**src/hdl/srwmp_pkg.sv**
```systemverilog
// shared constants, codes and port structs for the row-wise sparse product block
// no dependencies
`default_nettype none
package srwmp_pkg;
	localparam int B_ROWS    = 256;
	localparam int B_COLS    = 64;
	localparam int B_ENTRIES = 1024;

	localparam int ROW_W   = 9;
	localparam int PTR_W   = 11;
	localparam int SLOT_W  = 10;
	localparam int COL_W   = 6;
	localparam int VAL_W   = 32;
	localparam int SUM_W   = 64;
	localparam int PTRA_W  = $clog2(B_ROWS + 1);

	localparam logic [1:0] KIND_PTR   = 2'd0;
	localparam logic [1:0] KIND_ENTRY = 2'd1;
	localparam logic [1:0] KIND_A     = 2'd2;
	localparam logic [1:0] KIND_CLOSE = 2'd3;

	localparam logic STATUS_OK  = 1'b0;
	localparam logic STATUS_ERR = 1'b1;

	typedef struct packed {
		logic              ptr_we;
		logic [PTRA_W-1:0] ptr_waddr;
		logic [PTR_W-1:0]  ptr_wdata;
		logic [PTRA_W-1:0] ptr_raddr;
		logic              ent_we;
		logic [SLOT_W-1:0] ent_waddr;
		logic [COL_W-1:0]  ent_wcol;
		logic [VAL_W-1:0]  ent_wval;
		logic [SLOT_W-1:0] ent_raddr;
	} bst_req_t;

	typedef struct packed {
		logic [PTR_W-1:0] ptr;
		logic [COL_W-1:0] col;
		logic [VAL_W-1:0] val;
	} bst_rsp_t;
endpackage
`default_nettype wire

```
**src/hdl/srwmp_mac.sv**
```systemverilog
// shared multiply-accumulate unit: registered 32x32 product, saturating 64-bit add
// depends on srwmp_pkg
`default_nettype none
module srwmp_mac (
	input  wire logic                              clk,
	input  wire logic                              mul_en,
	input  wire logic signed [srwmp_pkg::VAL_W-1:0] a,
	input  wire logic signed [srwmp_pkg::VAL_W-1:0] b,
	input  wire logic signed [srwmp_pkg::SUM_W-1:0] acc,
	output      logic signed [srwmp_pkg::SUM_W-1:0] sum
);
	import srwmp_pkg::*;

	logic signed [SUM_W-1:0] prod_q;
	logic signed [SUM_W:0]   wide;

	always_ff @(posedge clk) begin
		if (mul_en) begin
			prod_q <= SUM_W'(a * b);
		end
	end

	always_comb begin
		wide = {acc[SUM_W-1], acc} + {prod_q[SUM_W-1], prod_q};
		if (wide[SUM_W] != wide[SUM_W-1]) begin
			sum = wide[SUM_W] ? {1'b1, {(SUM_W-1){1'b0}}} : {1'b0, {(SUM_W-1){1'b1}}};
		end else begin
			sum = wide[SUM_W-1:0];
		end
	end
endmodule
`default_nettype wire

```
**config.mk**
```make
export PLATFORM = sky130hd
export DESIGN_NAME = srwmp_mac
export DESIGN_NICKNAME = d
export VERILOG_FILES = /design/src/hdl/srwmp_pkg.sv /design/src/hdl/srwmp_mac.sv
export SDC_FILE = /design/constraint.sdc
export NUM_CORES = 2
export LEC_CHECK = 0
export BUFFER_PORTS_ARGS = -buffer_cell sky130_fd_sc_hd__buf_2
export CAP_MARGIN = 10
export CELL_PAD_IN_SITES_DETAIL_PLACEMENT = 1
export CELL_PAD_IN_SITES_GLOBAL_PLACEMENT = 1
export CORE_UTILIZATION = 55
export DETAILED_ROUTE_END_ITERATION = 6
export GPL_ROUTABILITY_DRIVEN = 0
export HOLD_SLACK_MARGIN = 0.05
export PLACE_DENSITY_LB_ADDON = 0.1
export SKIP_CTS_REPAIR_TIMING = 1
export SYNTH_ARGS = -nofsm -noshare
export SYNTH_HDL_FRONTEND = slang
export SYNTH_SLANG_ARGS = --single-unit
```
**constraint.sdc**
```tcl
create_clock -name clk -period 24.2 [get_ports clk]
set_input_delay 3.63 -clock clk [delete_from_list [all_inputs] [get_ports clk]]
set_output_delay 3.63 -clock clk [all_outputs]
set_load 0.1 [all_outputs]
```
Word-level counts from Yosys, hierarchy flattened
Index checks and enable logic that the tools add are counted.
{ "totals": {"inputBits": 130, "regBits": 64} }
{ "op_classes": {"n_eq_ne": 1, "mul": 1, "addsub": 1, "mux": 2} }
{ "op_table": {"columns": ["cell", "n"], "rows": [
  ["$mux W64", 2],
  ["$add A64 B64 Y65", 1],
  ["$mul A32 B32 Y64", 1],
  ["$ne A1 B1 Y1", 1]
]} }

Depth between registers and ports, before layout
{ "logic_depth": {"depth_word": 3, "depth_mapped": 30, "mapped_depth_nobuf": 29} }

Worst setup path before layout
Ideal clock, no wire load.
{ "synth_path": {"path_type": "input-to-reg", "from": "input b[2] (netlist bit)", "to": "register prod_q[63] (data pin)", "n_path_buf": 1, "setup_time_ps": 260, "slack_ps": 12943, "stages": 28, "arrival_time_ps": 10997, "path_cell_list": "clkbuf_1 nand2_1 inv_1 fa_1 inv_1 fa_1 inv_1 fa_1 fa_1 inv_1 fa_1 inv_1 fa_1 inv_1 fa_1 inv_1 fa_1 ha_1 a21o_1 a221o_1 a21oi_1 o21ai_0 a31oi_1 a31oi_1 a211oi_1 o21ai_0 a21oi_1 xnor2_1"} }
{ "synth_between": {"elab_chain_len": 1} }
{ "synth_rtl": {"columns": ["item", "line_no", "rtl"], "rows": [
  ["start, declared", "srwmp_mac.sv:8", "input wire logic signed [srwmp_pkg::VAL_W-1:0] b,"],
  ["$mul A32 B32 Y64", "srwmp_mac.sv:19", "prod_q <= SUM_W'(a * b);"],
  ["end signal, assigned", "srwmp_mac.sv:19", null],
  ["end, declared", "srwmp_mac.sv:14", "logic signed [SUM_W-1:0] prod_q;"]
]} }
No other way between the ends.
A chain may end at the register's enable or synchronous reset.

Worst setup path after layout
Ends and elaborated chain as after synthesis.

==> flow_summary.yaml <==
run_status:
  status: "finished clean"
cts:
  clockBufferDepth: 2
  cts_sinks: 64
  clk_pin_slew_worst_paths_ns: 0.07
  cts_buffers: 9
  root_buffer: "clkbuf_16"
  cts-htree-levels: 3
  cts_tree: "done"
die:
  io_pins: 194
  core_area_um2: 76200
  die_w_um: 280
  die_h_um: 280
  initial_core_util_pct: 55.8
  num_rows: 101
  dieArea_um2: 78400
sta:
  maxSlewHeadroom_pct: 31.4
  worst_slew_pin_slew_ns: 1.03
  setup_ws_ns: 11.95
  rsz0062_at_grt: "no"
  setup_viol: 0
  tns_ns: 0
  finalHoldViolCount: 0
  finalCritPeriodShare_pct: 50.6
  fmax_ghz: 0.0816
  slew_violations: 0
  finalCriticalPeriod_ns: 12.25
routing:
  via_count: 31800
  drtIter0Drc: 1525
  firstDrtPassIters: 5
  drc: 0
  wl_per_cell_um: 23.1
  ant_nets: 0
  routed_wl_um: 130000
  via_per_inst: 5.66
synth:
  synthArstFlopShare_pct: 0
  ys_seq_elements: 64
  post-synth-top-area-fraction_pct: 51.0
  yosys.area.top_type: "fa_1"
  synth_seq_area_share_pct: 4.52
  synth_cell_types: 78
  netlist_top_cells_area: "fa_1, inv_1, and2_1, ha_1, nand2_1"
  syn_avg_cell_area_um2: 9.24
  syn_area_um2: 42500
  ys_warn_count: 0
  syn_nets: 6063
  ys.flop_type: "edfxtp_1"
  netlist_instances: 4602
  synth_edf_count: 64
run:
  max_cap_violations: 0
layout:
  fin_cells: 5623
  regMostFlops: "prod_q"
  nets: 6044
  final_common_cell: "fa_1"
  areaGrowthSynthToFinish_pct: 4.00
  largest_registers: "prod_q (64)"
  drive_above_1_share_pct: 5.86
  largest_reg_flops: 64
  final_cell_mix: "fa_1, inv_1, nand2_1"
setup_path:
  cp_slowest_stage_delay_ns: 0.91
  cp_slowest_cell: "fa_1"
  cp-startpoint: "b[2]"
  end_kind: "register"
  cp.arrival_ns: 12.33
  crit_required_ns: 24.28
  cp_max_fo: 32
  critical_path_class: "in2reg"
  cpMostUsedCell: "fa_1"
  crit_path_start_kind: "input port"
global_routing:
  grtUsageTotal_pct: 34.6
  antenna_found_initial: 6
  grt_pass1_wl_um: 207000
  grt_pass1_vias: 36400
  gr-total-overflow: 0
  grt_max_degree: 65
hold_path:
  worstHoldStart: "mul_en"
  hp-class: "in2reg"
placement:
  hpwl_um: 106000
  portBuffers: 193
  place_inst: 5602
  dp_slack_ns: 11.68
-- metrics by stage --
stage	util (%)	area, um2	hold WS, ns
after floorplan	-	42500	3.74
after global placement	57.5	43800	4.35
after detailed placement	57.5	43800	4.37
after CTS	58.0	44200	4.01
after global routing	58.0	44200	4.03
final	58.0	44200	3.99
-- layer usage --
| layer | GRT usage [%] | part of all wire (%) |
|---|---|---|
| met5 | 0 | 0 |
| met4 | 14.2 | 4.8 |
| met3 | 4.18 | 4.7 |
| met2 | 60.6 | 52 |
| met1 | 43.4 | 39 |
-- cell type report --
| cell class | instances | area (um2) |
|---|---|---|
| clock inverters | 7 | 125 |
| multi-input cells | 3272 | 35700 |
| repair buffers | 201 | 1030 |
| clock buffers | 9 | 225 |
| flip-flops and latches | 64 | 1920 |
| fillers | 8910 | 32000 |
| inverters | 1035 | 3880 |
| well taps | 1030 | 1290 |
| diodes | 5 | 12.5 |
-- path summary, 6_finish.rpt --
kind | endpoint | slack (ns) | depth (start not counted)
min | prod_q[62] | 3.99 | 2
max | prod_q[63] | 11.95 | 28
-- cell usage after synthesis (12+ instances only) --
cell type  instances
and3_1            16
nand3_1           20
o21bai_1          28
a21o_1            58
xnor2_1           84
ha_1             248
and2_1           498
nor2_1            90
buf_6             12
o21ai_0           74
o21ai_2           23
a21oi_1          191
clkbuf_1         206
nand4_1           20
fa_1            1083
a31oi_1           22
edfxtp_1          64
xor2_1            48
nand2b_1          18
nand2_1          587
o21a_1            19
nor3_1            18
inv_1           1035
-- worst max-delay path, delay by kind of cell --
| kind | cells | cell delay (ns) |
|---|---|---|
| adders and majority gates | 9 | 4.93 |
| xor gates and xnor gates | 1 | 0.08 |
| AOI/OAI and AO/OA | 7 | 1.55 |
| buffers and inverters | 8 | 1.56 |
| and+or+nand+nor | 3 | 0.55 |
-- logic make-up after synthesis --
| group | after synthesis | share of synthesized area, % |
|---|---|---|
| mux | 3 | 0.112 |
| fa+ha+maj | 1331 | 58.3 |
| compound gates | 503 | 7.74 |
| flops | 64 | 4.52 |
| simple gates | 1303 | 15.2 |
| xor+xnor | 132 | 2.72 |
| buf+inv | 1266 | 11.4 |
Power is left out: the tool's default activity adds up to more than one toggle a clock period on the data nets, which glitch-free logic cannot reach.
